**src/rtl/dmst_pkg.sv**
```systemverilog
// ----------------------------------------------------------------------------
// dmst_pkg
// Types and message codes shared by the DSP message state tracker.
// ----------------------------------------------------------------------------
package dmst_pkg;

    typedef struct packed {
        logic [7:0] flag_byte;
        logic [7:0] setting_byte;
        logic [7:0] index_byte_six;
        logic [7:0] index_byte_seven;
    } t_in;

    typedef struct packed {
        logic       result_kind;
        logic [4:0] message_kind;
        logic [7:0] first_index;
        logic [7:0] second_index;
        logic [7:0] new_setting;
    } t_out;

    // Decoded beat handed from the sequencer to the cache stage
    typedef struct packed {
        logic       is_cache;
        logic       is_meter;
        logic [4:0] msg;
        logic [7:0] first;
        logic [7:0] second;
        logic [7:0] value;
    } t_req;

    localparam logic [4:0] MSG_MIX_SEL   = 5'h01;
    localparam logic [4:0] MSG_GAIN      = 5'h02;
    localparam logic [4:0] MSG_PAN       = 5'h03;
    localparam logic [4:0] MSG_FLAG      = 5'h04;
    localparam logic [4:0] MSG_OUT_VOL   = 5'h05;
    localparam logic [4:0] MSG_OUT_FLAG  = 5'h06;
    localparam logic [4:0] MSG_MAIN_VOL  = 5'h07;
    localparam logic [4:0] MSG_HP_VOL    = 5'h08;
    localparam logic [4:0] MSG_HP_ASSIGN = 5'h09;
    localparam logic [4:0] MSG_IGN_A     = 5'h0a;
    localparam logic [4:0] MSG_IGN_C     = 5'h0c;
    localparam logic [4:0] MSG_BOOST     = 5'h0d;
    localparam logic [4:0] MSG_NOMINAL   = 5'h0e;
    localparam logic [4:0] MSG_IN_GAIN   = 5'h15;
    localparam logic [4:0] MSG_IN_FLAG   = 5'h16;
    localparam logic [4:0] MSG_BALANCE   = 5'h17;
    localparam logic [4:0] MSG_WIDTH     = 5'h18;
    localparam logic [4:0] MSG_METER     = 5'h1f;

    localparam logic REG_METER_SEL = 1'b0;
    localparam logic REG_EVENTS    = 1'b1;

    localparam logic RES_EVENT = 1'b0;
    localparam logic RES_METER = 1'b1;

    localparam logic [7:0] NO_MIXER      = 8'hff;
    localparam logic [8:0] METER_HI_BASE = 9'h080;

endpackage

```
**src/rtl/dmst_seq.sv**
```systemverilog
// ----------------------------------------------------------------------------
// dmst_seq
// Message decode and channel sequencing; forms the cache address per beat.
// ----------------------------------------------------------------------------
module dmst_seq #(
    parameter int MIXERS       = 4,
    parameter int SOURCES      = 20,
    parameter int INPUTS       = 10,
    parameter int METER_INPUTS = 24,
    parameter int METERS       = 48,
    parameter int AW           = 9
) (
    input  logic            i_clk,
    input  logic            i_rst_n,
    input  logic            i_accept,
    input  dmst_pkg::t_in   i_data,
    input  logic            i_meter_sel,
    output dmst_pkg::t_req  o_req,
    output logic [AW-1:0]   o_addr
);
    import dmst_pkg::*;

    localparam int SRC_DEPTH = 5 * MIXERS * SOURCES;
    localparam int MIX_BASE  = SRC_DEPTH;
    localparam int GLB_BASE  = MIX_BASE + 2 * MIXERS;
    localparam int INP_BASE  = GLB_BASE + 5;

    localparam logic [7:0] L_MIXERS  = 8'(MIXERS);
    localparam logic [7:0] L_SOURCES = 8'(SOURCES);
    localparam logic [7:0] L_INPUTS  = 8'(INPUTS);
    localparam logic [7:0] L_MINPUTS = 8'(METER_INPUTS);
    localparam logic [8:0] L_METERS  = 9'(METERS);

    logic [7:0] r_cur_mix,  n_cur_mix;
    logic [7:0] r_cur_src,  n_cur_src;
    logic [4:0] r_last_src, n_last_src;
    logic [7:0] r_cur_in,   n_cur_in;
    logic [4:0] r_last_msg, n_last_msg;

    logic [4:0] msg;
    logic [7:0] v;
    logic [7:0] ch;
    logic [7:0] p;
    logic [8:0] slot_hi;
    logic [2:0] kind;
    logic       mix_ok;

    assign msg    = i_data.flag_byte[7:3];
    assign v      = i_data.setting_byte;
    assign mix_ok = r_cur_mix < L_MIXERS;
    assign p      = i_meter_sel ? i_data.index_byte_six : i_data.index_byte_seven;
    assign slot_hi = {1'b0, p} - METER_HI_BASE + 9'(METER_INPUTS);

    always_comb begin
        n_cur_mix  = r_cur_mix;
        n_cur_src  = r_cur_src;
        n_last_src = r_last_src;
        n_cur_in   = r_cur_in;
        n_last_msg = r_last_msg;
        o_req      = '0;
        o_req.msg  = msg;
        o_req.value = v;
        o_addr     = '0;
        ch         = '0;
        kind       = '0;
        unique case (msg)
            MSG_MIX_SEL: begin
                if ({5'b0, v[7:5]} < L_MIXERS) begin
                    n_cur_src = '0;
                    n_cur_mix = {5'b0, v[7:5]};
                end
                n_last_msg = msg;
            end
            MSG_GAIN, MSG_PAN, MSG_FLAG, MSG_BALANCE, MSG_WIDTH: begin
                unique case (msg)
                    MSG_GAIN:    kind = 3'd0;
                    MSG_PAN:     kind = 3'd1;
                    MSG_FLAG:    kind = 3'd2;
                    MSG_BALANCE: kind = 3'd3;
                    default:     kind = 3'd4;
                endcase
                ch = (msg != r_last_src) ? 8'd0 : r_cur_src + 8'd1;
                n_last_src = msg;
                if (mix_ok && ch < L_SOURCES) begin
                    n_cur_src      = ch;
                    o_req.is_cache = 1'b1;
                    o_req.first    = r_cur_mix;
                    o_req.second   = ch;
                    o_addr = (AW'(kind) * AW'(MIXERS) + AW'(r_cur_mix)) * AW'(SOURCES)
                             + AW'(ch);
                end
                n_last_msg = msg;
            end
            MSG_OUT_VOL, MSG_OUT_FLAG: begin
                if (mix_ok) begin
                    o_req.is_cache = 1'b1;
                    o_req.first    = r_cur_mix;
                    o_addr = AW'(MIX_BASE) + ((msg == MSG_OUT_FLAG) ? AW'(MIXERS) : '0)
                             + AW'(r_cur_mix);
                end
                n_last_msg = msg;
            end
            MSG_MAIN_VOL, MSG_HP_VOL, MSG_HP_ASSIGN, MSG_BOOST, MSG_NOMINAL: begin
                o_req.is_cache = 1'b1;
                unique case (msg)
                    MSG_MAIN_VOL:  o_addr = AW'(GLB_BASE);
                    MSG_HP_VOL:    o_addr = AW'(GLB_BASE + 1);
                    MSG_HP_ASSIGN: o_addr = AW'(GLB_BASE + 2);
                    MSG_BOOST:     o_addr = AW'(GLB_BASE + 3);
                    default:       o_addr = AW'(GLB_BASE + 4);
                endcase
                n_last_msg = msg;
            end
            MSG_IN_GAIN, MSG_IN_FLAG: begin
                ch = (r_last_msg != msg) ? 8'd0 : r_cur_in + 8'd1;
                if (ch < L_INPUTS) begin
                    n_cur_in       = ch;
                    o_req.is_cache = 1'b1;
                    o_req.first    = ch;
                    o_addr = AW'(INP_BASE) + ((msg == MSG_IN_FLAG) ? AW'(INPUTS) : '0)
                             + AW'(ch);
                end
                n_last_msg = msg;
            end
            MSG_IGN_A, MSG_IGN_C: begin
                n_last_msg = msg;
            end
            MSG_METER: begin
                if (p < L_MINPUTS) begin
                    o_req.is_meter = 1'b1;
                    o_req.first    = p;
                end else if (p[7] && slot_hi < L_METERS) begin
                    o_req.is_meter = 1'b1;
                    o_req.first    = slot_hi[7:0];
                end
            end
            default: begin
            end
        endcase
    end

    always_ff @(posedge i_clk) begin
        if (!i_rst_n) begin
            r_cur_mix  <= NO_MIXER;
            r_cur_src  <= 8'hff;
            r_last_src <= '0;
            r_cur_in   <= '0;
            r_last_msg <= '0;
        end else if (i_accept) begin
            r_cur_mix  <= n_cur_mix;
            r_cur_src  <= n_cur_src;
            r_last_src <= n_last_src;
            r_cur_in   <= n_cur_in;
            r_last_msg <= n_last_msg;
        end
    end

endmodule

```
**config.mk**
```make
export PLATFORM = sky130hd
export DESIGN_NAME = dmst_seq
export DESIGN_NICKNAME = d
export VERILOG_FILES = /design/src/rtl/dmst_pkg.sv /design/src/rtl/dmst_seq.sv
export SDC_FILE = /design/constraint.sdc
export NUM_CORES = 1
export LEC_CHECK = 0
export BUFFER_PORTS_ARGS = -buffer_cell sky130_fd_sc_hd__buf_2
export CORE_MARGIN = 10
export CORE_UTILIZATION = 30
export DETAILED_ROUTE_END_ITERATION = 8
export GPL_ROUTABILITY_DRIVEN = 0
export HOLD_SLACK_MARGIN = 0.03
export PLACE_DENSITY = 0.59
export SLEW_MARGIN = 20
export SYNTH_ARGS = -nofsm -noshare
export SYNTH_HDL_FRONTEND = slang
export SYNTH_SLANG_ARGS = --single-unit
```
**constraint.sdc**
```tcl
create_clock -name i_clk -period 4.23 [get_ports i_clk]
set_input_delay 0.2115 -clock i_clk [delete_from_list [all_inputs] [get_ports i_clk]]
set_output_delay 0.2115 -clock i_clk [all_outputs]
set_load 0.005 [all_outputs]
```
==> impl_metrics.ini, run 1 <==
[global_route]
antenna_found_initial = 0
grt-ovfl-total = 0
grt_pass1_vias = 3219
grt_max_degree = 35
grt_pass1_wl_um = 15800
grt_util_all_layers = 0.115

[sta]
fin_skew_ns = 0.00189
period_share = 0.928
finalSetupViolCount = 0
hold_viol = 0
rsz0062_at_grt = no
final_max_slew_viol_count = 0
slew_headroom = 0.478
worst_pin_slew_ns = 0.784
max_freq_mhz = 255
holdWs_ns = 0.177
period_minus_slack_ns = 3.92
fin_setup_tns_ns = 0

[setup_path]
rr_worst_depth = 11
rr_endpoint = r_cur_in[1]
crit_type = input port to output pin
cp.arrival_ns = 3.71
crit_path_end_kind = output pin
cp_max_fo = 10
crit_required_ns = 4.02
r2r_start = r_cur_in[0]
start_kind = input port
rrSetupSlack_ns = 1.43

[place]
port-buffer-count = 57
hpwlAfterDp_um = 7640
place_area_um2 = 3740

[synth]
synth_top_area_cell = dfxtp_1
ys.warnings.count = 0
synth_seq_cells = 30
synth-edff-count = 0
avgSynthCellArea_um2 = 7.98
synthArstFlopShare = 0
postSynthCellCount = 434
synth_commonest_cells = nand2_1 (46), dfxtp_1 (30), ha_1 (30)
synth_seq_area_share = 0.173
yosysUniqueCellTypes = 75
synth_most_common_cell = nand2_1
synth_ff_type = dfxtp_1
ys_top_cells_by_area = dfxtp_1 (17%), ha_1 (11%), buf_4 (5.4%)
syn-cell-area_um2 = 3460
yosys.area.top_type_share = 0.173

[power_and_ir_drop]
power_mw = 0.887
p_sw_mw = 0.265
pwr-share-comb = 0.260
power_frac_seq = 0.330
power_leakage_nw = 1.82
internal-power_mw = 0.622
power_density_nw_per_um2 = 228
power_frac_clock = 0.410
peakVddDrop_mv = 0.169
swShare = 0.299

[floorplan]
initial_core_util = 0.305
die_y_um = 127
die_w_um = 127
io_pins = 76
die-area_um2 = 16200
num_rows = 39
core-area_um2 = 11400

[hold_path]
hold_class = input port to flop
hold_end = r_cur_mix[1]
whs_path_depth = 3
worstHoldStart = i_data[22]

[cts]
cts_inserted_buffers = 5
ctsResizeCount = 0
clock_sinks = 30
htree_levels = 2
post_cts_buffers = 0
hold_buffers = 0
clkTransAtPathRegs_ns = 0.05
clockRootBuffer = clkbuf_16
cts_tree = built
clock_path_buffers = 2
worstSkewPairLatency_ns = 0.28

[routing]
wire_per_inst_um = 15.5
drtIter0Drc = 153
drc = 0
wirelength_um = 9480
ant_nets = 0
drt-pass1-iter-count = 6
viasPerCell = 5.18
via_count = 3176

[layout]
fin_area_um2 = 3890
seqCellArea_um2 = 601
post-route-util = 0.342
syn2layout_area_growth_pct = 12.3
n_antenna_cell = 0
fin_nets = 539
multi_input_area_um2 = 2520
drive_gt1_frac = 0.211
fillers = 1196

[status]
outcome = finished, final reports clean

[flow_run]
max-cap-violations = 0
-- registers in the layout, summed over array words and instances, names as in the netlist --
register / count
r_last_msg: 5
r_last_src: 5
r_cur_mix: 4
r_cur_in: 8
r_cur_src: 8
-- layout by cell type (no fill, tap or decap), types with 3 or more instances in the layout --
cell and count:
xnor2_1 20, nand3_1 26, a21bo_2 3, clkbuf_16 5, o211ai_1 5, and3_1 5
buf_4 8, xor2_1 19, nand2_1 46, or3_1 3, conb_1 5, a21boi_0 7
o22ai_1 5, nor2b_1 6, inv_1 24, a21boi_1 3, o21ai_1 6, a21oi_1 15
a21o_1 8, and2_1 3, nor4_1 3, nand4_1 5, fa_1 4, ha_1 30
buf_2 57, o21ai_0 6, nor3_1 9, dfxtp_1 30, mux2i_1 14, o221ai_1 4
nor2_1 27
-- per-layer routing --
metal	vias to the layer above	wire, um	GRT usage	part of all wire
met5	-	0	0	0
met4	0	207	0.0409	0.022
met3	15	367	0.0227	0.039
met2	63	4820	0.205	0.51
met1	1504	4080	0.133	0.43
li1	1594	-	-	-
-- final cells by class --
cell class	instances	share of cell area
tap	143	0.0460
inverter	24	0.0232
clock inverter	2	0.00322
clock buffer	6	0.0357
sequential	30	0.154
timing repair buffer	65	0.0888
multi-input combinational	343	0.649
-- cells by family after synthesis --
kind of cell / Yosys count / share of synthesized area
other: 1 / 0.00108
muxes: 15 / 0.0437
AOI/OAI and AO/OA: 97 / 0.220
and+or+nand+nor: 153 / 0.229
buffers and inverters: 65 / 0.103
adders and majority gates: 34 / 0.132
DFF: 30 / 0.173
xor gates and xnor gates: 39 / 0.0987
-- power by group through the flow --
stage / registers, mW / clock network (mW) / logic, mW
2_1_floorplan: 0.297 / 0 / 0.182
3_3_place_gp: 0.299 / 0 / 0.228
3_5_place_dp: 0.299 / 0 / 0.232
4_1_cts: 0.293 / 0.373 / 0.234
5_1_grt: 0.293 / 0.389 / 0.261
6_report: 0.293 / 0.364 / 0.230
-- stage by stage --
stage / instances / worst slack [ns]
6_report: 613 / 0.306
3_5_place_dp: 605 / 0.298
2_1_floorplan: 438 / 0.527
4_1_cts: 613 / 0.297
5_1_grt: 613 / 0.138
3_3_place_gp: 605 / 0.332
-- critical path, stage by stage --
cell	delay (ns)
buf_2	0.19
and2b_4	0.24
nor3_1	0.28
ha_1	0.25
fa_1	0.45
ha_1	0.30
ha_1	0.23
fa_1	0.38
xor2_1	0.17
ha_1	0.33
a21oi_1	0.15
o21ai_0	0.11
xnor2_1	0.18
o21ai_1	0.07
buf_2	0.16
-- worst max path at each step --
stage / start / to / slack [ns] / depth (start not counted)
final: i_data[31] / o_addr[8] / 0.31 / 15
after floorplan: i_data[27] / o_addr[8] / 0.53 / 14
after global placement: i_data[31] / o_addr[8] / 0.33 / 15
after CTS: i_data[31] / o_addr[8] / 0.30 / 15
after global routing: i_data[31] / o_addr[8] / 0.14 / 15
after detailed placement: i_data[31] / o_addr[8] / 0.30 / 15
No activity file was read; power rests on OpenSTA's default activity.
==> run 2: changes to the inputs <==
--- a/config.mk
+++ b/config.mk
@@ -11,6 +11,7 @@
 export DETAILED_ROUTE_END_ITERATION = 8
 export GPL_ROUTABILITY_DRIVEN = 0
 export HOLD_SLACK_MARGIN = 0.03
+export MAX_ROUTING_LAYER = met4
 export PLACE_DENSITY = 0.59
 export SLEW_MARGIN = 20
 export SYNTH_ARGS = -nofsm -noshare
==> run 2 against run 1 <==
Register-to-register slack is essentially flat. Wire length is essentially flat. Largest cell class unchanged. Die area is the same. Non-clock buffer count is the same. Critical path type unchanged. First-iteration DRC count grew 32%. Sequential share of layout area is the same.
==> impl_metrics.ini, run 2 (synthesis gave the netlist of run 1 again) <==
[cts]
cts_inserted_buffers = 5
worstSkewPairLatency_ns = 0.28
clockRootBuffer = clkbuf_16
ctsResizeCount = 0
clock_path_buffers = 2
cts_tree = built
post_cts_buffers = 0
hold_buffers = 0
clock_sinks = 30
htree_levels = 2
clkTransAtPathRegs_ns = 0.05

[floorplan]
die-area_um2 = 16200
die_w_um = 127
num_rows = 39
io_pins = 76
core-area_um2 = 11400
initial_core_util = 0.305
die_y_um = 127

[sta]
max_freq_mhz = 255
fin_setup_tns_ns = 0
fin_skew_ns = 0.00176
final_max_slew_viol_count = 0
period_minus_slack_ns = 3.93
hold_viol = 0
rsz0062_at_grt = no
period_share = 0.928
slew_headroom = 0.479
worst_pin_slew_ns = 0.781
finalSetupViolCount = 0

[hold_path]
worstHoldStart = i_data[22]
hold_class = input port to flop
hold_end = r_cur_mix[1]
whs_path_depth = 3

[layout]
biggestRegsByFlops = r_cur_in (8), r_cur_src (8)
fin_nets = 539
final_cell_mix = buf_2 (57), nand2_1 (46), ha_1 (30), dfxtp_1 (30), nor2_1 (27)
n_antenna_cell = 0
drive_gt1_frac = 0.211
syn2layout_area_growth_pct = 12.3
instances_no_fill = 613
final_common_cell = buf_2
fillers = 1196

[setup_path]
r2r_start = r_cur_in[0]
crit_path_end_kind = output pin
crit_required_ns = 4.02
rrSetupSlack_ns = 1.43
cp.arrival_ns = 3.71
cp_max_fo = 10
start_kind = input port
rr_endpoint = r_cur_in[1]
crit_type = input port to output pin
rr_worst_depth = 11

[power_and_ir_drop]
power_leakage_nw = 1.82
power_density_nw_per_um2 = 228
power_mw = 0.888
peakVddDrop_mv = 0.169

[routing]
wirelength_um = 9480
via_count = 3166
wire_per_inst_um = 15.5
drc = 0
viasPerCell = 5.16
drtIter0Drc = 202
ant_nets = 0
drt-pass1-iter-count = 6

[place]
port-buffer-count = 57
dp.cells = 605
hpwlAfterDp_um = 7640

[status]
outcome = finished, final reports clean

[global_route]
grt_max_degree = 35
grt_util_all_layers = 0.118
grt_pass1_wl_um = 15800
grt-ovfl-total = 0
grt_pass1_vias = 3216
antenna_found_initial = 0

[flow_run]
max-cap-violations = 0
## run 2: worst max path at each step
stage                     from  cells past startpoint        end
floorplan           i_data[27]                     14  o_addr[8]
global placement    i_data[31]                     15  o_addr[8]
detailed placement  i_data[31]                     15  o_addr[8]
CTS                 i_data[31]                     15  o_addr[8]
global route        i_data[31]                     15  o_addr[8]
finish              i_data[31]                     15  o_addr[8]
## run 2: layout make-up
cell class / instances / area, um2 / area share
Clock buffer: 6 / 139 / 0.0357
Multi-Input combinational cell: 343 / 2520 / 0.649
Clock inverter: 2 / 12.5 / 0.00322
Inverter: 24 / 90.1 / 0.0232
Sequential cell: 30 / 601 / 0.154
Tap cell: 143 / 179 / 0.0460
Timing Repair Buffer: 65 / 345 / 0.0888
## run 2: stage by stage
| stage | hold WS (ns) | area (um2) | setup slack [ns] | util |
|---|---|---|---|---|
| floorplan | 0.336 | 3480 | 0.527 | - |
| detailed placement | 0.423 | 3740 | 0.298 | 0.329 |
| CTS | 0.181 | 3890 | 0.297 | 0.342 |
| global route | 0.204 | 3890 | 0.138 | 0.342 |
| finish | 0.176 | 3890 | 0.304 | 0.342 |
| global placement | 0.423 | 3740 | 0.332 | 0.329 |
## run 2: metal layers
metal	track usage	vias up	part of all wire
met4	0.0409	0	0.022
met3	0.0215	15	0.039
li1	-	1591	-
met1	0.134	1499	0.43
met2	0.204	61	0.51
met5	-	-	0
## run 2: report_power, final
group | internal, mW | switching, mW | leakage [nW] | total [mW]
clock network | 0.233 | 0.132 | 0.0729 | 0.365
registers | 0.288 | 0.00457 | 0.243 | 0.293
logic | 0.101 | 0.129 | 1.50 | 0.230
## run 2: critical path, cell delays in order
cell	delay, ns
buf_2	0.19
and2b_4	0.24
nor3_1	0.28
ha_1	0.25
fa_1	0.45
ha_1	0.30
ha_1	0.23
fa_1	0.38
xor2_1	0.17
ha_1	0.33
a21oi_1	0.15
o21ai_0	0.11
xnor2_1	0.18
o21ai_1	0.07
buf_2	0.16
